$ cat src/sv/assert_macros.svh
// assertion macros shared by the blur rtl
// no dependencies; included inside module bodies
`ifndef ASSERT_MACROS_SVH
`define ASSERT_MACROS_SVH

// property checked on every clock edge outside reset
`define ASSERT_AT(lbl, clk, rstn, prop, msg) \
    lbl: assert property (@(posedge clk) disable iff (!(rstn)) (prop)) else $error(msg);

// condition in one cycle implies a condition in the next
`define ASSERT_NEXT(lbl, clk, rstn, pre, post, msg) \
    lbl: assert property (@(posedge clk) disable iff (!(rstn)) (pre) |=> (post)) \
        else $error(msg);

`endif

$ cat src/sv/rbb3_pkg.sv
// types, constants and helper functions of the rgb 3x3 box blur
// no dependencies; compiled first
package rbb3_pkg;

    localparam int MAX_WIDTH_DEF = 2048;

    localparam int CH_W        = 8;
    localparam int PIX_W       = 3 * CH_W;
    localparam int WIDTH_REG_W = 12;
    localparam int HEIGHT_W    = 16;
    localparam int ROW_W       = HEIGHT_W + 1;
    localparam int CFG_DATA_W  = 16;
    localparam int CFG_IDX_W   = 1;
    localparam int SUM_W       = 12;
    localparam int CNT_W       = 4;
    localparam int X_W         = SUM_W + 1;
    localparam int RECIP_W     = 18;
    localparam int RECIP_SHIFT = 18;

    localparam logic [WIDTH_REG_W-1:0] IMAGE_WIDTH_RESET  = WIDTH_REG_W'(640);
    localparam logic [HEIGHT_W-1:0]    IMAGE_HEIGHT_RESET = HEIGHT_W'(480);

    typedef enum logic [CFG_IDX_W-1:0] {
        REG_IMAGE_WIDTH  = 1'b0,
        REG_IMAGE_HEIGHT = 1'b1
    } t_cfg_reg;

    typedef logic [PIX_W-1:0] t_pix;
    // one window column: index 0 top row, 1 middle row, 2 bottom row
    typedef logic [2:0][PIX_W-1:0] t_col;
    // per channel values: index 0 red, 1 green, 2 blue
    typedef logic [2:0][SUM_W-1:0] t_sums;
    typedef logic [2:0][CH_W-1:0]  t_rgb;

    // control of one item as it leaves the raster counters
    typedef struct packed {
        logic ignore;
        logic draining;
        logic emit;
        logic last;
        logic mid_rd;
        logic top_rd;
        logic top_ok;
        logic bot_ok;
        logic left_ok;
        logic right_ok;
    } t_ctl;

    function automatic int addr_bits(input int depth);
        return (depth > 1) ? $clog2(depth) : 1;
    endfunction

    // ceil(2^18 / (2 * count)); exact quotient for dividends below 2^13
    function automatic logic [RECIP_W-1:0] recip(input logic [CNT_W-1:0] count);
        logic [RECIP_W-1:0] m;
        unique case (count)
            CNT_W'(1): m = RECIP_W'(131072);
            CNT_W'(2): m = RECIP_W'(65536);
            CNT_W'(3): m = RECIP_W'(43691);
            CNT_W'(4): m = RECIP_W'(32768);
            CNT_W'(6): m = RECIP_W'(21846);
            CNT_W'(9): m = RECIP_W'(14564);
            default:   m = '0;
        endcase
        return m;
    endfunction

endpackage

$ cat src/sv/rbb3_mean.sv
// rounded mean of three channel sums: floor((2*sum + n) / (2*n))
// depends on rbb3_pkg; divides by a reciprocal multiply per channel
module rbb3_mean (
    input  rbb3_pkg::t_sums                 i_sum,
    input  logic [rbb3_pkg::CNT_W-1:0]      i_count,
    output rbb3_pkg::t_rgb                  o_mean
);
    import rbb3_pkg::*;

    logic [RECIP_W-1:0]     m;
    logic [X_W-1:0]         x     [3];
    logic [X_W+RECIP_W-1:0] prod  [3];

    assign m = recip(i_count);

    always_comb begin
        for (int ch = 0; ch < 3; ch++) begin
            x[ch]      = {i_sum[ch], 1'b0} + X_W'(i_count);
            prod[ch]   = (X_W + RECIP_W)'(x[ch]) * (X_W + RECIP_W)'(m);
            o_mean[ch] = prod[ch][RECIP_SHIFT +: CH_W];
        end
    end
endmodule
$ cat config.mk
export PLATFORM = sky130hd
export DESIGN_NAME = rbb3_mean
export DESIGN_NICKNAME = d
export VERILOG_FILES = /design/src/sv/assert_macros.svh /design/src/sv/rbb3_pkg.sv /design/src/sv/rbb3_mean.sv
export SDC_FILE = /design/constraint.sdc
export NUM_CORES = 1
export LEC_CHECK = 0
export ABC_AREA = 1
export BUFFER_PORTS_ARGS = -buffer_cell sky130_fd_sc_hd__buf_2
export CAP_MARGIN = 20
export CORE_ASPECT_RATIO = 0.7
export CORE_MARGIN = 3
export CORE_UTILIZATION = 30
export DETAILED_ROUTE_END_ITERATION = 8
export SLEW_MARGIN = 20
export SYNTH_ARGS = -nofsm -noshare
export SYNTH_HDL_FRONTEND = slang
export SYNTH_SLANG_ARGS = --single-unit
$ cat constraint.sdc
create_clock -name vclk -period 16.9
set_clock_uncertainty 0.05 [all_clocks]
set_input_delay 1.69 -clock vclk [all_inputs]
set_output_delay 1.69 -clock vclk [all_outputs]
set_load 0.05 [all_outputs]
After elaboration in Yosys (flattened, before gate mapping) --
Cells that the tools add are included.
Word-level totals: bits in registers 0, input bits 40, ROM bits 0, bits in writable memories 0, bits in latches 0, word-level logic and storage cells 13, memories 0
Operators by class: bitwise gates (word level) 0, magnitude comparators 0, multipliers 3, reductions and logical operators 0, div/mod/pow operators 0, shifts and indexed selects 0, muxes and demuxes 1, add/sub/neg operators 3, equal/unequal tests 6
Operators with widths (number):
- 18-bit one-hot mux with 6 select lines | 1
- 13-bit by 18-bit multiplier with 26-bit output | 3
- 13-bit by 4-bit adder with 13-bit output | 3
- 4-bit by 2-bit equality test with 1-bit output, second input constant | 2
- 4-bit by 3-bit equality test with 1-bit output, second input constant | 2
- 4-bit by 1-bit equality test with 1-bit output, second input constant | 1
- 4-bit equality test, second input constant | 1

Logic depth before layout (Yosys ltp) --
Gate-level depths: netlist of the first run.
depth in word-level cells 3, mapped depth 36, depth with buffers taken out 36

Least setup slack after synthesis of the first run --
Ideal clock, no wire load.
kind input port to output port, start input port i_count[0] in the netlist's numbering, end output port o_mean[3] in the netlist's numbering, arrival time 8.047 ns, required time 15.160 ns, buffers on the path 1, stages on the path 26, path slack 7.113 ns, cell sequence inv_1 -> nor2_1 -> inv_1 -> nor3_1 -> nor2_1 -> clkbuf_1 -> nor2_1 -> inv_1 -> fa_1 -> inv_1 -> fa_1 -> fa_1 -> fa_1 -> inv_1 -> fa_1 -> inv_1 -> ha_1 -> nand2_1 -> nor2_1 -> inv_1 -> nor3_1 -> inv_1 -> nor2_1 -> nor2_1 -> o21ai_0 -> xor2_1
RTL lines:
- from (decl) | line rbb3_mean.sv:5 | input logic [rbb3_pkg::CNT_W-1:0] i_count,
- to (decl) | line rbb3_mean.sv:6 | output rbb3_pkg::t_rgb o_mean

==> results by group, run 1 <==
Cells and area
  – Area of the multi-input gates: approximately 15000 µm²
  – Layout Nets: between 3000 and 4000
  – Seq_cells: 0
  – Most frequent cells in the layout: inv_1, fa_1, nand2_1
  – Layout cell share with drive strength beyond 1: 0.0402
  – Design Area, Final: about 20000 µm²
  – Reg area: 0 µm²
  – Clock buffer count: 0
  – Filler Cells Inserted: ~6500
  – Most common cell after layout, fill and taps aside: inv_1
  – Area grow syn2layout: 7.54%
  – Post-Layout Cell Count: ~3200

Die
  – Initial Utilization: 0.305
  – DIE AREA: around 64000 µm²
  – Core Box Area: approximately 60000 µm²
  – FP Rows: between 70 and 80
  – Die Span X: just over 300 µm
  – Die Y-Extent: ~210 µm
  – I/O pins: 64

Logic synthesis
  – Cell Area, Synth: around 18000 µm²
  – Netlist cell types: between 40 and 50
  – Cell taking the most area after synthesis: fa_1
  – Ys Warns: 0
  – Avg Synthesized Cell Area: about 7.7 µm²
  – Top cell type's share of synthesized area: 0.490
  – Seq/Total Area, Yosys: 0
  – Top post-synthesis cells by area: fa_1, inv_1, ha_1
  – Syn Inst Count: ~2400

Placement
  – Dpl ws: roughly 6.6 ns
  – GP Congestion: roughly 0.99
  – DP HPWL: a little under 50 mm
  – Placed instance count: about 3200
  – Port Buf Inserts: 64
  – Placed Area: a little under 20000 µm²

STA
  – Slew Viols, Final: 0
  – Fmax achieved: approximately 97 MHz
  – Tmin final: 10.31 ns
  – Final Hold Viols: 0
  – RSZ-0062 raised after global routing: no
  – Final setup fails: 0
  – Final period utilization: 0.610
  – Slew @ Worst Pin: 1.07 ns
  – Final setup TNS: 0 ns
  – Setup WS post-layout: roughly 6.6 ns
  – Worst slew margin: 0.287

Global routing
  – GR Util All Layers: 0.171
  – First-pass GRT wire length: between 80 and 90 mm
  – Vias in the first global route: 14733
  – Gr ovfl total: 0
  – Pin count of the biggest net entering global routing: 35
  – Initial antenna violation count: 5

Pwr
  – Peak supply drop: about 0.000096 V
  – Power Density: between 40 and 50 nW/µm²
  – P_leak: 11.2 nW

Detailed routing
  – DR iter-0 viols: 1177
  – Drt drc: 0
  – Final WL: approximately 53 mm
  – Per-cell routed wire length: ~16 µm
  – Drt pass-1 iters: 6
  – Via count: about 15000
  – Antenna Nets Post-Route: 0
  – Drt via density: 4.49

Worst setup path
  – Critical path arrival: around 8.6 ns
  – Critical Path Sink Type: output port
  – Critical Path RT: between 15 and 20 ns
  – Critical path class: primary input to output port
  – CP max FO: 7
  – Critical Path Source Type: primary input
  – CP max stage delay: about 0.6 ns
  – CP max-delay cell: a21oi_1
  – Top cell by count, worst path: fa_1

Clocking
  – Post-CTS Resized: 0
  – CTS Hold Bufs: 0
  – Post-CTS repair timing setup buffer count: 0

Flow run
  – Maximum capacitance violations: 0

Run status
  – Status: complete, no violations

Worst hold path
  – Min-Delay Path Class: primary input to output port
[routing by layer]
| layer | global-route usage | wire length, µm |
|---|---|---|
| met1 | 0.269 | 26300 |
| met5 | 0 | 42 |
| met3 | 0.0727 | 7700 |
| met4 | 0.00384 | 142 |
| met2 | 0.222 | 19200 |
[kinds of logic after synthesis]
| family | after synthesis | share of synthesized area |
|---|---|---|
| xor+xnor | 34 | 0.0162 |
| compound gates | 148 | 0.0467 |
| fa+ha+maj | 615 | 0.602 |
| other cells | 2 | 0.000408 |
| simple gates | 725 | 0.161 |
| buf+inv | 852 | 0.174 |
[where the power goes]
| group | leakage [nW] | internal (W) | switching, W |
|---|---|---|---|
| Combinational | 11.2 | 0.000286 | 0.000619 |
| Clock | 0.0000190 | 0.0000000000240 | 0 |
| Sequential | 0 | 0 | 0 |
[critical path, delay by kind of cell]
family,cells,cell delay [ns]
simple gates,10,1.74
fa+ha+maj,8,3.50
buf+inv,7,0.73
xor+xnor,1,0.20
compound gates,2,0.68
[final timing paths]
path,startpoint,end,slack (ns),cells after the start
min,i_sum[19],o_mean[15],4.20,9
max,i_count[1],o_mean[11],6.59,28
[area by class of cell]
class	count	share of cell area
timing repair buffer	75	0.0204
inverter	828	0.157
tap	808	0.0511
antenna	3	0.000380
multi-input combinational	1534	0.771
[stage by stage]
step           power (W)  hold WS (ns)   util
3_3_place_gp    0.000905          4.21  0.328
4_1_cts         0.000908          4.23  0.328
2_1_floorplan   0.000672          4.00      -
6_report        0.000906          4.20  0.328
3_5_place_dp    0.000903          4.23  0.328
5_1_grt          0.00104          4.32  0.328
[Yosys cell counts (7+ instances only)]
cell / instances
nand2_1: 351
nand4_1: 18
nand3_1: 58
o21ai_0: 37
inv_1: 827
a21oi_1: 63
clkbuf_1: 22
ha_1: 165
o21bai_1: 13
nor4_1: 7
fa_1: 450
nor2_1: 258
xnor2_1: 11
nor3_1: 16
a31oi_1: 8
xor2_1: 23
(Power assumes the default switching activity.)
==> inputs of run 2 (changes only) <==
--- a/config.mk
+++ b/config.mk
@@ -5,7 +5,7 @@
 export SDC_FILE = /design/constraint.sdc
 export NUM_CORES = 1
 export LEC_CHECK = 0
-export ABC_AREA = 1
+export ABC_AREA = 0
 export BUFFER_PORTS_ARGS = -buffer_cell sky130_fd_sc_hd__buf_2
 export CAP_MARGIN = 20
 export CORE_ASPECT_RATIO = 0.7
==> constraint.sdc (replaced) <==
create_clock -name vclk -period 9
set_clock_uncertainty 0.05 [all_clocks]
set_input_delay 0.9 -clock vclk [all_inputs]
set_output_delay 0.9 -clock vclk [all_outputs]
set_load 0.05 [all_outputs]
==> results by group, run 2 <==
Die
  – Initial Utilization: 0.304
  – Core Box Area: ~55000 µm²
  – FP Rows: 72
  – DIE AREA: between 50000 and 60000 µm²
  – Die Y-Extent: 204 µm
  – I/O pins: between 60 and 70
  – Die Span X: 289 µm

Detailed routing
  – DR iter-0 viols: approximately 870
  – Drt drc: 0
  – Antenna Nets Post-Route: 0
  – Per-cell routed wire length: roughly 18 µm
  – Drt via density: 4.51
  – Via count: roughly 12000
  – Drt pass-1 iters: 5
  – Final WL: between 40 and 50 mm

Global routing
  – Gr ovfl total: 0
  – First-pass GRT wire length: between 70 and 80 mm
  – Initial antenna violation count: 8
  – GR Util All Layers: 0.173
  – Pin count of the biggest net entering global routing: 29
  – Vias in the first global route: about 13000

Logic synthesis
  – Largest family of logic cells by synthesized area: adder cells
  – Cell taking the most area after synthesis: fa_1
  – Synth Area in Compound Gates: 0.0372
  – Commonest cells in the netlist: inv_1, fa_1, ha_1
  – Top cell type's share of synthesized area: 0.534
  – Netlist cell types: between 50 and 60
  – Synth Area in Simple Gates: 0.0974
  – Mux contribution to synthesized area: 0
  – Top post-synthesis cells by area: fa_1, inv_1, ha_1
  – Avg Synthesized Cell Area: a little under 9 µm²
  – Synth Area in XOR/XNOR: 0.0509
  – Count leader, synth: inv_1
  – Cell Area, Synth: approximately 17000 µm²
  – Seq/Total Area, Yosys: 0
  – Syn Inst Count: around 1900
  – Ys Warns: 0
  – Synth Area in Adders: 0.657

Run status
  – Status: complete, no violations

Worst setup path
  – CP Cell Sequence: buf_2 -> nor2b_1 -> nand3b_1 -> nand2_1 -> nand2_1 -> fa_1 -> inv_1 -> fa_1 -> fa_1 -> inv_1 -> fa_1 -> fa_1 -> inv_1 -> ha_1 -> nand4_1 -> nor4_1 -> a211oi_1 -> o2111a_1 -> nor2b_4 -> o31ai_4 -> a21boi_0 -> xor2_1 -> buf_2
  – CP max-delay cell: a211oi_1
  – Critical Path Sink Type: output port
  – Critical path arrival: 7.67 ns
  – Top cell by count, worst path: fa_1
  – CP max stage delay: approximately 0.63 ns
  – CP max FO: 13
  – Critical path class: primary input to output port
  – Critical Path RT: between 8 and 9 ns
  – Critical Path Source Type: primary input

Pwr
  – Fraction of power consumed by sequential logic: 0
  – Gate power share: 1.000
  – P_leak: about 10 nW
  – Switching power: just over 0.0009 W
  – Power Internal: about 0.0005 W
  – Peak supply drop: about 0.00013 V
  – Clock share of power: 0
  – Power Density: 77.9 nW/µm²
  – Switching fraction of total power: 0.648

Worst hold path
  – Min-Delay Path Class: primary input to output port

Placement
  – DP HPWL: ~45 mm
  – GP Congestion: around 0.98
  – Port Buf Inserts: 64

Cells and area
  – Area grow syn2layout: 8.65%
  – Layout Nets: around 2600
  – Final Util: 0.331
  – Layout cell share with drive strength beyond 1: 0.0598
  – Reg area: 0 µm²
  – Most frequent cells in the layout: inv_1, fa_1, ha_1
  – Seq_cells: 0
  – Clock buffer count: 0
  – Most common cell after layout, fill and taps aside: inv_1

STA
  – Final Hold Viols: 0
  – Slew @ Worst Pin: ~0.73 ns
  – Fmax achieved: roughly 120 MHz
  – Tmin final: 8.62 ns
  – Worst Hold Margin: about 2.6 ns
  – Slew Viols, Final: 0
  – Final setup fails: 0
  – Final period utilization: 0.958
  – Worst slew margin: 0.514

Clocking
  – CTS Hold Bufs: 0

Flow run
  – Maximum capacitance violations: 0
[run 2: logic make-up (layout without fill, tap and decap cells)]
family / count (synthesis) / in the layout
buffers and inverters: 706 / 765
adders and majority gates: 615 / 615
and+or+nand+nor: 377 / 377
xor gates and xnor gates: 98 / 98
AOI/OAI and AO/OA: 88 / 88
other: 2 / 15
[run 2: power groups by stage]
stage / logic (W) / registers, W / clock network, W
after floorplan: 0.00104 / 0 / 0
after global placement: 0.00140 / 0 / 0
after detailed placement: 0.00142 / 0 / 0
after CTS: 0.00144 / 0 / 0
after global routing: 0.00162 / 0 / 0.0000000000447
final: 0.00143 / 0 / 0.0000000000449
[run 2: through the flow]
stage	std cells	instance area, µm²	setup TNS, ns	power, W	setup WS [ns]
final	2698	18300	0	0.00143	0.382
after global routing	2698	18300	-0.000480	0.00162	-0.000480
after CTS	2694	18200	0	0.00144	0.228
after detailed placement	2694	18200	0	0.00142	0.277
after global placement	2694	18200	0	0.00140	0.341
after floorplan	1896	16900	0	0.00104	0.542
[run 2: path summary, 6_finish.rpt]
kind	cells after the start	endpoint	start	slack (ns)
min	5	o_mean[23]	i_sum[31]	2.59
max	23	o_mean[12]	i_count[0]	0.38
[run 2: final cells by class]
cell class	count	area (µm²)
fillers	5811	37100
diodes	3	7.51
inverters	678	2550
well taps	740	926
multi-input cells	1190	14300
repair buffers	87	505
[run 2: repair_timing]
| action | in CTS | in global routing |
|---|---|---|
| buffers inserted | 0 | 1 |
| setup endpoints to repair | 0 | 11 |
| resized for setup | 0 | 14 |
[run 2: worst max-delay path, delay by kind of cell]
kind,cells,cell delay [ns]
compound gates,4,1.50
buf+inv,5,0.63
fa+ha+maj,6,2.88
simple gates,7,1.57
xor+xnor,1,0.16
[run 2: per-layer routing]
layer | GRT usage | share of wire | vias up
met5 | 0 | 0.00083 | -
met4 | 0.0219 | 0.015 | 6
met3 | 0.0730 | 0.13 | 49
met2 | 0.233 | 0.38 | 484
met1 | 0.262 | 0.47 | 6143
li1 | - | - | 5474
