### config.mk
export PLATFORM = sky130hd
export DESIGN_NAME = rbb3_scan
export DESIGN_NICKNAME = d
export VERILOG_FILES = /design/src/sv/rbb3_pkg.sv /design/src/sv/rbb3_scan.sv
export VERILOG_INCLUDE_DIRS = /design/src /design/src/sv
export SDC_FILE = /design/constraint.sdc
export NUM_CORES = 1
export LEC_CHECK = 0
export BUFFER_PORTS_ARGS = -buffer_cell sky130_fd_sc_hd__clkbuf_2
export CAP_MARGIN = 20
export CORE_MARGIN = 2
export CORE_UTILIZATION = 56
export CTS_CLUSTER_SIZE = 12
export DETAILED_ROUTE_END_ITERATION = 7
export GPL_TIMING_DRIVEN = 0
export PLACE_DENSITY_LB_ADDON = 0.25
export SYNTH_ARGS = -nofsm -noshare
export SYNTH_HDL_FRONTEND = slang
export SYNTH_SLANG_ARGS = --single-unit
export TNS_END_PERCENT = 30
### constraint.sdc
create_clock -name i_clk -period 6.4 [get_ports i_clk]
set_clock_uncertainty 0.1 [all_clocks]
set_input_delay 0.96 -clock i_clk [delete_from_list [all_inputs] [get_ports i_clk]]
set_output_delay 0.96 -clock i_clk [all_outputs]
set_load 0.01 [all_outputs]
### src/sv/assert_macros.svh
// assertion macros shared by the blur rtl
// no dependencies; included inside module bodies
`ifndef ASSERT_MACROS_SVH
`define ASSERT_MACROS_SVH

// property checked on every clock edge outside reset
`define ASSERT_AT(lbl, clk, rstn, prop, msg) \
    lbl: assert property (@(posedge clk) disable iff (!(rstn)) (prop)) else $error(msg);

// condition in one cycle implies a condition in the next
`define ASSERT_NEXT(lbl, clk, rstn, pre, post, msg) \
    lbl: assert property (@(posedge clk) disable iff (!(rstn)) (pre) |=> (post)) \
        else $error(msg);

`endif

### src/sv/rbb3_pkg.sv
// types, constants and helper functions of the rgb 3x3 box blur
// no dependencies; compiled first
package rbb3_pkg;

    localparam int MAX_WIDTH_DEF = 2048;

    localparam int CH_W        = 8;
    localparam int PIX_W       = 3 * CH_W;
    localparam int WIDTH_REG_W = 12;
    localparam int HEIGHT_W    = 16;
    localparam int ROW_W       = HEIGHT_W + 1;
    localparam int CFG_DATA_W  = 16;
    localparam int CFG_IDX_W   = 1;
    localparam int SUM_W       = 12;
    localparam int CNT_W       = 4;
    localparam int X_W         = SUM_W + 1;
    localparam int RECIP_W     = 18;
    localparam int RECIP_SHIFT = 18;

    localparam logic [WIDTH_REG_W-1:0] IMAGE_WIDTH_RESET  = WIDTH_REG_W'(640);
    localparam logic [HEIGHT_W-1:0]    IMAGE_HEIGHT_RESET = HEIGHT_W'(480);

    typedef enum logic [CFG_IDX_W-1:0] {
        REG_IMAGE_WIDTH  = 1'b0,
        REG_IMAGE_HEIGHT = 1'b1
    } t_cfg_reg;

    typedef logic [PIX_W-1:0] t_pix;
    // one window column: index 0 top row, 1 middle row, 2 bottom row
    typedef logic [2:0][PIX_W-1:0] t_col;
    // per channel values: index 0 red, 1 green, 2 blue
    typedef logic [2:0][SUM_W-1:0] t_sums;
    typedef logic [2:0][CH_W-1:0]  t_rgb;

    // control of one item as it leaves the raster counters
    typedef struct packed {
        logic ignore;
        logic draining;
        logic emit;
        logic last;
        logic mid_rd;
        logic top_rd;
        logic top_ok;
        logic bot_ok;
        logic left_ok;
        logic right_ok;
    } t_ctl;

    function automatic int addr_bits(input int depth);
        return (depth > 1) ? $clog2(depth) : 1;
    endfunction

    // ceil(2^18 / (2 * count)); exact quotient for dividends below 2^13
    function automatic logic [RECIP_W-1:0] recip(input logic [CNT_W-1:0] count);
        logic [RECIP_W-1:0] m;
        unique case (count)
            CNT_W'(1): m = RECIP_W'(131072);
            CNT_W'(2): m = RECIP_W'(65536);
            CNT_W'(3): m = RECIP_W'(43691);
            CNT_W'(4): m = RECIP_W'(32768);
            CNT_W'(6): m = RECIP_W'(21846);
            CNT_W'(9): m = RECIP_W'(14564);
            default:   m = '0;
        endcase
        return m;
    endfunction

endpackage

### src/sv/rbb3_scan.sv
// configuration registers and raster counters of the blur
// depends on rbb3_pkg and assert_macros.svh
module rbb3_scan #(
    parameter int  MAX_WIDTH = rbb3_pkg::MAX_WIDTH_DEF,
    localparam int AW        = rbb3_pkg::addr_bits(MAX_WIDTH)
) (
    input  logic                              i_clk,
    input  logic                              i_rst_n,
    input  logic                              i_cfg_wr_en,
    input  logic [rbb3_pkg::CFG_IDX_W-1:0]    i_cfg_index,
    input  logic [rbb3_pkg::CFG_DATA_W-1:0]   i_cfg_wr_data,
    input  logic                              i_acc,
    input  logic                              i_is_filler,
    output rbb3_pkg::t_ctl                    o_ctl,
    output logic [AW-1:0]                     o_col
);
    import rbb3_pkg::*;
    `include "assert_macros.svh"

    localparam int CW = $clog2(MAX_WIDTH + 1);

    logic [WIDTH_REG_W-1:0] r_image_width;
    logic [HEIGHT_W-1:0]    r_image_height;
    logic [AW-1:0]          r_col, n_col;
    logic [ROW_W-1:0]       r_row, n_row;
    logic [CW-1:0]          w_eff, w_last;
    logic [ROW_W-1:0]       h_row;
    logic                   col0, row_ge1, row_ge2, row_ge3, at_row_end, take;
    t_ctl                   ctl;

    // zero acts as one, oversize width clamps to the line store depth
    always_comb begin
        if (r_image_width == '0) begin
            w_eff = CW'(1);
        end else if (32'(r_image_width) > 32'(MAX_WIDTH)) begin
            w_eff = CW'(MAX_WIDTH);
        end else begin
            w_eff = CW'(r_image_width);
        end
    end

    assign w_last = w_eff - CW'(1);
    assign h_row  = (r_image_height == '0) ? ROW_W'(1) : ROW_W'(r_image_height);

    assign col0       = (r_col == '0);
    assign row_ge1    = (r_row != '0);
    assign row_ge2    = (r_row >= ROW_W'(2));
    assign row_ge3    = (r_row >= ROW_W'(3));
    assign at_row_end = (CW'(r_col) == w_last);

    always_comb begin
        ctl          = '0;
        ctl.draining = (r_row >= h_row);
        ctl.ignore   = !ctl.draining && i_is_filler;
        ctl.emit     = row_ge2 || (row_ge1 && !col0);
        ctl.mid_rd   = row_ge1;
        ctl.top_rd   = row_ge2;
        if (col0) begin
            // output is the last column of the row two above
            ctl.top_ok   = row_ge3;
            ctl.bot_ok   = (r_row <= h_row);
            ctl.left_ok  = (w_last != '0);
            ctl.right_ok = 1'b0;
            ctl.last     = (r_row == h_row + ROW_W'(1));
        end else begin
            // output is the previous column of the row above
            ctl.top_ok   = row_ge2;
            ctl.bot_ok   = (r_row < h_row);
            ctl.left_ok  = (r_col != AW'(1));
            ctl.right_ok = 1'b1;
            ctl.last     = 1'b0;
        end
    end

    assign take = i_acc && !ctl.ignore;

    always_comb begin
        n_col = r_col;
        n_row = r_row;
        if (take) begin
            if (ctl.emit && ctl.last) begin
                n_col = '0;
                n_row = '0;
            end else if (at_row_end) begin
                n_col = '0;
                n_row = r_row + ROW_W'(1);
            end else begin
                n_col = r_col + AW'(1);
            end
        end
    end

    always_ff @(posedge i_clk) begin
        if (!i_rst_n) begin
            r_image_width  <= IMAGE_WIDTH_RESET;
            r_image_height <= IMAGE_HEIGHT_RESET;
            r_col          <= '0;
            r_row          <= '0;
        end else if (i_cfg_wr_en) begin
            unique case (t_cfg_reg'(i_cfg_index))
                REG_IMAGE_WIDTH:  r_image_width  <= i_cfg_wr_data[WIDTH_REG_W-1:0];
                REG_IMAGE_HEIGHT: r_image_height <= i_cfg_wr_data[HEIGHT_W-1:0];
            endcase
            r_col <= '0;
            r_row <= '0;
        end else begin
            r_col <= n_col;
            r_row <= n_row;
        end
    end

    assign o_ctl = ctl;
    assign o_col = r_col;

    `ASSERT_AT(a_col_in_row, i_clk, i_rst_n, (CW'(r_col) < w_eff), "column beyond row width")
    `ASSERT_NEXT(a_frame_restart, i_clk, i_rst_n, (take && ctl.emit && ctl.last),
        (r_col == '0 && r_row == '0), "counters not cleared after last output")
endmodule

Yosys cells after proc, flatten, opt, wreduce, memory -nomap -nowiden

Cells that the tools add are included.

Bitwise gates (word level): 2
Muxes and demuxes: 9
$add $sub $neg: 4
Eq/ne operators: 3
$lt $le $gt $ge: 6
Reductions and logical operators: 18

Operators by type and width:

| operator                | count |
|---|---|
| $ge A17 B2 Y1 const B   | 2 |
| $mux W17                | 2 |
| $mux W12                | 2 |
| $mux W11                | 2 |
| $add A16 B1 Y17 const B | 1 |
| $add A17 B1 Y17 const B | 1 |
| $eq A17 B17 Y1          | 1 |
| $ge A17 B16 Y1          | 1 |
| $le A17 B16 Y1          | 1 |
| $lt A17 B16 Y1          | 1 |
| $reduce_bool A17 Y1     | 1 |
| $logic_not A16 Y1       | 1 |
| $mux W16                | 1 |
| $eq A11 B12 Y1          | 1 |
| $gt A12 B12 Y1 const B  | 1 |
| $logic_not A12 Y1       | 1 |
| $reduce_bool A12 Y1     | 1 |
| $sub A12 B1 Y12 const B | 1 |
| $add A11 B1 Y11 const B | 1 |
| $logic_not A11 Y1       | 1 |
| $ne A11 B1 Y1 const B   | 1 |
| $reduce_and A2 Y1       | 3 |
| $logic_and A1 B1 Y1     | 4 |
| $mux W4                 | 1 |
| 6 further kinds         | 9 |

Register bits after elaboration: 56
Output and inout bits: 21
Bits of input ports: 22

Longest topological paths before layout

Gate-level depths: netlist (run 1).

Word-level depth: 8
Mapped depth: 16
Depth with buffers taken out: 12

Worst setup path after synthesis (run 1)

No wires, ideal clock.

Path kind: register to register
Start: register r_image_width[3]
End: register r_row[11]
Clock period less this slack: 3787 ps
Buffers on the path: 3
Setup time: 70 ps
Stages on the path, launching flop included: 16
Path slack: 2613 ps
Arrival time: 3617 ps
Cell sequence: dfxtp_1 > buf_2 > nor4_2 > buf_2 > and3_1 > o21ai_0 > ha_1 > or4b_2 > o211ai_1 > xnor2_1 > o2111ai_1 > nor3_4 > nand3_2 > buf_6 > or4_1 > a21oi_1

Word-level cells in the longest chain between the ends: 7
Elaborated cells between the ends (all ways): 8
Classes of those cells: 1 x add/sub; 1 x order compare; 1 x eq/ne; 2 x mux; 3 x reduce/logical

RTL lines:

| what                                  | RTL line         | RTL |
|---|---|---|
| start: declaration                    | rbb3_scan.sv:22  | `logic [WIDTH_REG_W-1:0] r_image_width;` |
| start signal: assignment              | rbb3_scan.sv:101 | `REG_IMAGE_WIDTH: r_image_width <= i_cfg_wr_data[WIDTH_REG_W-1:0];` |
| $gt A12 B12 Y1                        | rbb3_scan.sv:35  | `end else if (32'(r_image_width) > 32'(MAX_WIDTH)) begin` |
| $mux W12                              | rbb3_scan.sv:35  |  |
| $mux W12 *                            | rbb3_scan.sv:33  | `if (r_image_width == '0) begin` |
| $sub A12 B1 Y12 *                     | rbb3_scan.sv:42  | `assign w_last = w_eff - CW'(1);` |
| $eq A11 B12 Y1 *                      | rbb3_scan.sv:49  | `assign at_row_end = (CW'(r_col) == w_last);` |
| $reduce_bool A2 Y1 (no source line) * | n/a              |  |
| $reduce_and A2 Y1 (no source line) *  | n/a              |  |
| end signal: assignment                | rbb3_scan.sv:108 | `r_row <= n_row;` |
| end: declaration                      | rbb3_scan.sv:25  | `logic [ROW_W-1:0] r_row, n_row;` |

Mark *: on every way between the ends. The rest lies on a longest branch, timed or not.
A chain may end at the register's enable or synchronous reset.

==> run summary, run 1 <==
Status: finished with violations
Failing checks: design-rule violations
P per Cell Area: 141 nW/um^2
CTS sink cnt: 56
Endpoint class of the critical path: output pin
Syn_nets: 672
Non-filler cells, final: 781
Slew @ Worst Pin: 1.06 ns
Routed WL: 14200 um
GRT Util Overall: 0.324
Share of cells above drive strength 1: 0.124
Maximum vdd ir drop: 0.000102 V
# resized after CTS: 0
FILL cells: 752
Asr flop ratio synth: 0
Post-CTS Setup Bufs: 0
Top Ports: 43
Hpwl dp: 11100 um
Slew Limit Fails: 0
Mux share of post-synthesis cell area: 0.00430
Worst-Skew Late Latency: 0.31 ns
Largest net degree at the start of global routing: 16
TritonCTS buffer count: 5
Die width: 95.1 um
Number of port buffers: 42
DRC viols: 1
# H-tree levels: 2
1st-iter DRT viols: 335
Crit path time final: 4.63 ns
Clock slew at reported path FFs: 0.09 ns
CP Data Required Time: 5.34 ns
Post-synth cell types: 71
TritonCTS clock tree: done
Post-synth EDFFs: 0
Antenna cells: 0
CTS Buffer Depth: 2
Most area-consuming cells after synthesis: dfxtp_1 24%, nand2_1 7.6%, ha_1 6.7%, nand4_1 4.2%, a21boi_0 3.7%
Simple-gate share of the synthesized area: 0.348
First-pass GRT wire length: 22900 um
Area leader, netlist: dfxtp_1
Layout area overhead: 9.39%
Vias in the first global route: 4703
Post-Syn Area: 4650 sq um
Post-Synth Adder-Cell Area: 0.0673
Crit-path max FO: 10
Dominant synthesized flop cell: dfxtp_1
Commonest non-fill, non-tap cell in the layout: nand2_1
Via-to-Cell Ratio: 6.35
Routed Antenna Nets: 0
Worst slew margin: 0.278
Final #Nets: 722
Number of antenna violations at the first check in global routing: 0
Final critical-path share of the clock period: 0.723
Initial Util: 0.572
Rows: 33
Sequential cell area: 1120 sq um
Cells after Synth: 625
1st-pass router iterations: 8
Flops & latches, synth: 56
Top-area cell type share of the netlist area: 0.241
Synth Area in Compound Gates: 0.202
Avg Cell Area, Syn: 7.44 sq um
Chip Height: 95.1 um
Crit path DAT: 3.57 ns
RSZ-0062 raised after global routing: false
Endpoints failing setup: 0
Commonest cells after routing, fill and taps aside: 94 x nand2_1, 56 x dfxtp_1, 42 x clkbuf_2, 37 x nor2_1, 36 x clkbuf_1
Via Count: 4957
Hold Crit Class: flop to flop
Area of the multi-input gates: 3200 sq um
Leakage Power: 1.96 nW
Warnings from Yosys: 0
Crit path launch type: flop
Post-Synth XOR/XNOR Area: 0.0659
WS Path Type: flop to output pin
Sequential-to-total area share from yosys stat: 0.241
Largest family of logic cells by synthesized area: simple AND/OR/NAND/NOR gates
Post-layout util: 0.625
Core ar.: 8130 sq um
Max cap viols: 0
Sum of negative setup slack: 0 ns
Post-CTS Hold Buffers: 0
Root Buffer: clkbuf_8
Max Clk Rate: 216 MHz
Wire per inst: 18.2 um
Gpl congestion: 1.00
Die Area: 9050 sq um
Grt ovf: 0
Cells after DPL: 772
Final hold violation count: 0
-- metal layers --
metal,GRT usage,wire length (um),vias to the layer above
met5,0,0,-
met4,0.178,690,0
met3,0.0617,1060,57
met2,0.521,6520,237
met1,0.408,5910,2279
li1,-,-,2384
-- sequential cells by signal, summed over array words and instances (netlist names) --
signal and flops:
r_image_width 12, r_image_height 16, r_row 17, o_col 11
-- power by group --
part / internal (mW) / switching, mW / total (mW)
clock: 0.0888 / 0.115 / 0.204
combinational: 0.0559 / 0.0919 / 0.148
sequential: 0.357 / 0.00996 / 0.367
-- cells by family after synthesis --
logic type | after synthesis
buffers and inverters | 78
adders and majority gates | 25
xor gates and xnor gates | 35
DFF | 56
and+or+nand+nor | 303
muxes | 2
AOI/OAI and AO/OA | 126
-- stage by stage --
| step | total power, mW | hold WS (ns) | instance area, sq um | setup slack [ns] |
|---|---|---|---|---|
| 5_1_grt | 0.752 | 0.456 | 5090 | 1.41 |
| 3_5_place_dp | 0.519 | 0.406 | 4990 | 1.95 |
| 2_1_floorplan | 0.477 | 0.375 | 4650 | 2.61 |
| 3_3_place_gp | 0.516 | 0.400 | 4990 | 2.00 |
| 6_report | 0.719 | 0.415 | 5090 | 1.77 |
| 4_1_cts | 0.719 | 0.419 | 5080 | 1.79 |
-- area by class of cell --
class	instances	share of cell area
clock buffers	8	0.0177
well taps	105	0.0258
multi-input cells	491	0.629
repair buffers	43	0.0423
flip-flops and latches	56	0.220
plain buffers	44	0.0396
inverters	34	0.0251
-- worst max-delay path, stage by stage (launching register included) --
cell and delay, ns:
dfxtp_1 0.33, buf_2 0.22, nor4_2 0.09, buf_2 0.18, and3_1 0.15, o21ai_0 0.38
ha_1 0.39, clkbuf_1 0.38, nor2b_1 0.19, a22oi_1 0.08, nor4_1 0.33, nand4_1 0.18
a21o_1 0.22, clkbuf_2 0.13
-- synthesized netlist by cell type, types with 18 or more instances --
master and count:
ha_1 25, nand2_1 94, inv_1 34, a21boi_0 23, clkbuf_1 34, nor3_1 18
dfxtp_1 56, nand3_1 25, nor4_1 18, xnor2_1 19, nor2_1 37, nand4_1 31
-- path summary, 6_finish.rpt --
check | slack (ns) | to | startpoint | cells after the start
min | 0.42 | r_image_width[5]$_SDFFE_PN0P_ | r_image_width[5]$_SDFFE_PN0P_ | 2
max | 1.77 | o_ctl[1] | r_image_width[3]$_SDFFE_PN0P_ | 13
max reg2reg | 1.94 | r_row[11]$_SDFFE_PP0P_ | r_image_width[3]$_SDFFE_PN0P_ | 15
min reg2reg | 0.42 | r_image_width[5]$_SDFFE_PN0P_ | r_image_width[5]$_SDFFE_PN0P_ | 2
Power figures use the tool's default switching activity.
==> run 2, diff against run 1 <==
==> constraint.sdc (replaced) <==
create_clock -name i_clk -period 4.7 [get_ports i_clk]
set_clock_uncertainty 0.1 [all_clocks]
set_input_delay 0.705 -clock i_clk [delete_from_list [all_inputs] [get_ports i_clk]]
set_output_delay 0.705 -clock i_clk [all_outputs]
set_load 0.01 [all_outputs]
==> run summary, run 2 (synthesis gave the netlist of run 1 again) <==
Status: complete, no violations (was finished with violations)
Largest regs: r_row: 17 flops, r_image_height: 16 flops, r_image_width: 12 flops (unchanged)
Final hold violation count: 0 (unchanged)
Maximum vdd ir drop: 0.000139 V (was 0.000102 V)
Rows: 33 (unchanged)
Die Area: 9050 sq um (unchanged)
# H-tree levels: 2 (unchanged)
GRT Util Overall: 0.324 (unchanged)
Layout area overhead: 9.55% (was 9.39%)
Top reg by flops: r_row (unchanged)
Antenna cells: 0 (unchanged)
Max cap viols: 0 (unchanged)
Total Power: 0.981 mW (was 0.719 mW)
DRC viols: 0 (was 1)
R2r setup slk: 0.41 ns (was 1.94 ns)
CTS Buffer Depth: 2 (unchanged)
1st-iter DRT viols: 335 (unchanged)
Final Cell Area: 5090 sq um (about the same)
Sequential cell area: 1120 sq um (unchanged)
Crit-path max FO: 10 (unchanged)
Sum of negative setup slack: 0 ns (unchanged)
P per Cell Area: 192 nW/um^2 (was 141 nW/um^2)
1st-pass router iterations: 5 (was 8)
Number of port buffers: 42 (unchanged)
GRT busiest layer: met2 (unchanged)
Via Count: 4984 (was 4957)
Leakage Power: 1.96 nW (about the same)
Post-CTS Hold Buffers: 0 (unchanged)
Slowest cell on crit path: or4_4 (was ha_1)
CTS sink cnt: 56 (unchanged)
Root Buffer: clkbuf_8 (unchanged)
CP Data Required Time: 4.81 ns (was 5.34 ns)
Hold Crit Class: flop to flop (unchanged)
Commonest cells after routing, fill and taps aside: 94 x nand2_1, 56 x dfxtp_1, 42 x clkbuf_2, 37 x nor2_1, 36 x clkbuf_1 (unchanged)
Slew Limit Fails: 0 (unchanged)
Critical-path cell list: buf_2 > nor4_2 > buf_2 > and3_1 > o21ai_1 > ha_1 > clkbuf_1 > xnor2_1 > nand4_1 > a22oi_1 > o2111ai_1 > or4_4 > nor4_4 > or3_4 > buf_6 > nor2_1 (was buf_2 > nor4_2 > buf_2 > and3_1 > o21ai_0 > ha_1 > clkbuf_1 > nor2b_1 > a22oi_1 > nor4_1 > nand4_1 > a21o_1 > clkbuf_2)
Wire per inst: 18.2 um (about the same)
First-pass GRT wire length: 22900 um (unchanged)
TritonCTS buffer count: 5 (unchanged)
Global Route met3 Usage: 0.0617 (unchanged)
Crit path largest cell delay: 0.51 ns (was 0.39 ns)
WS Path Type: flop to flop (was flop to output pin)
Placed cell areas: 4990 sq um (unchanged)
TritonCTS clock tree: done (unchanged)
Grt met1 use: 0.408 (unchanged)
Die width: 95.1 um (unchanged)
Number of antenna violations at the first check in global routing: 0 (unchanged)
FILL cells: 752 (unchanged)
Routed WL: 14200 um (about the same)
Clock slew at reported path FFs: 0.10 ns (was 0.09 ns)
Via-to-Cell Ratio: 6.37 (was 6.35)
RSZ-0062 raised after global routing: false (unchanged)
Crit path launch type: flop (unchanged)
Top Ports: 43 (unchanged)
Routed Antenna Nets: 0 (unchanged)
Initial Util: 0.572 (unchanged)
Hpwl dp: 11100 um (unchanged)
Final critical-path share of the clock period: 0.914
Crit path DAT: 4.41 ns (was 3.57 ns)
Cell mode on critical path: buf_2 (unchanged)
Vias in the first global route: 4703 (unchanged)
Met2 Use GR: 0.521 (unchanged)
Bufs and invs on worst path: 4 (unchanged)
Max Clk Rate: 233 MHz
Crit path time final: 4.29 ns
Crit path max-delay family: simple AND/OR/NAND/NOR gates (unchanged)
Grt ovf: 0 (unchanged)
Worst slew margin: 0.276 (was 0.278)
Commonest non-fill, non-tap cell in the layout: nand2_1 (unchanged)
Endpoints failing setup: 0 (unchanged)
Largest net degree at the start of global routing: 16 (unchanged)
Chip Height: 95.1 um (unchanged)
Slew @ Worst Pin: 1.06 ns (about the same)
Number of flip-flops under the largest register name: 17 (unchanged)
Area of the multi-input gates: 3200 sq um (unchanged)
Final #Nets: 723 (was 722)
Share of cells above drive strength 1: 0.126 (was 0.124)
Worst-Skew Late Latency: 0.31 ns (about the same)
Gpl congestion: 1.00 (unchanged)
Core ar.: 8130 sq um (unchanged)
Endpoint class of the critical path: flop (was output pin)
-- run 2: cell count changes in the layout (fill, tap and decap cells not counted) --
cell,previous run,this run
o21ai_0,11,10
buf_4,2,3
o21ai_1,1,2
-- run 2: worst register-to-register path: stages (launching register included) --
cell	delay (ns)
dfxtp_1	0.32
buf_2	0.18
nor4_2	0.34
buf_2	0.26
and3_1	0.18
o21ai_1	0.11
ha_1	0.34
clkbuf_1	0.26
xnor2_1	0.21
nand4_1	0.11
a22oi_1	0.22
o2111ai_1	0.14
or4_4	0.51
nor4_4	0.47
or3_4	0.24
buf_6	0.14
nor2_1	0.06
-- run 2: metrics by stage --
stage | util | worst slack, ns | std cells | hold slack, ns
floorplan | - | 0.913 | 625 | 0.375
global placement | 0.614 | 0.296 | 772 | 0.400
detailed placement | 0.614 | 0.252 | 772 | 0.406
CTS | 0.625 | 0.244 | 780 | 0.419
global route | 0.626 | 0.0347 | 782 | 0.456
finish | 0.626 | 0.405 | 782 | 0.417
-- run 2: metal layers --
metal  routed length (um)  vias up
li1                     -     2385
met1                 5910     2305
met2                 6540      235
met3                 1020       59
met4                  733        0
met5                    0        -
-- run 2: worst paths after layout --
check	cells past startpoint	start	to
worst min-delay path	2	r_image_width[5]$_SDFFE_PN0P_	r_image_width[5]$_SDFFE_PN0P_
worst max-delay path	16	r_image_width[3]$_SDFFE_PN0P_	o_col[0]$_SDFFE_PP0P_
worst min register to register	2	r_image_width[5]$_SDFFE_PN0P_	r_image_width[5]$_SDFFE_PN0P_
worst max register to register	16	r_image_width[3]$_SDFFE_PN0P_	o_col[0]$_SDFFE_PP0P_
-- run 2: cell type report --
| type | instances | area share |
|---|---|---|
| Buffer | 44 | 0.0395 |
| Clock buffer | 8 | 0.0177 |
| Inverter | 34 | 0.0250 |
| Multi-Input combinational cell | 491 | 0.628 |
| Sequential cell | 56 | 0.220 |
| Tap cell | 105 | 0.0258 |
| Timing Repair Buffer | 44 | 0.0437 |
-- run 2: timing repair --
item	in CTS	in global routing
setup buffers	0	1
resized for setup	0	1
endpoints found under the setup margin	0	25
-- run 2: power by group --
group | internal, mW | switching, mW
combinational | 0.0764 | 0.125
clock | 0.121 | 0.158
sequential | 0.487 | 0.0137
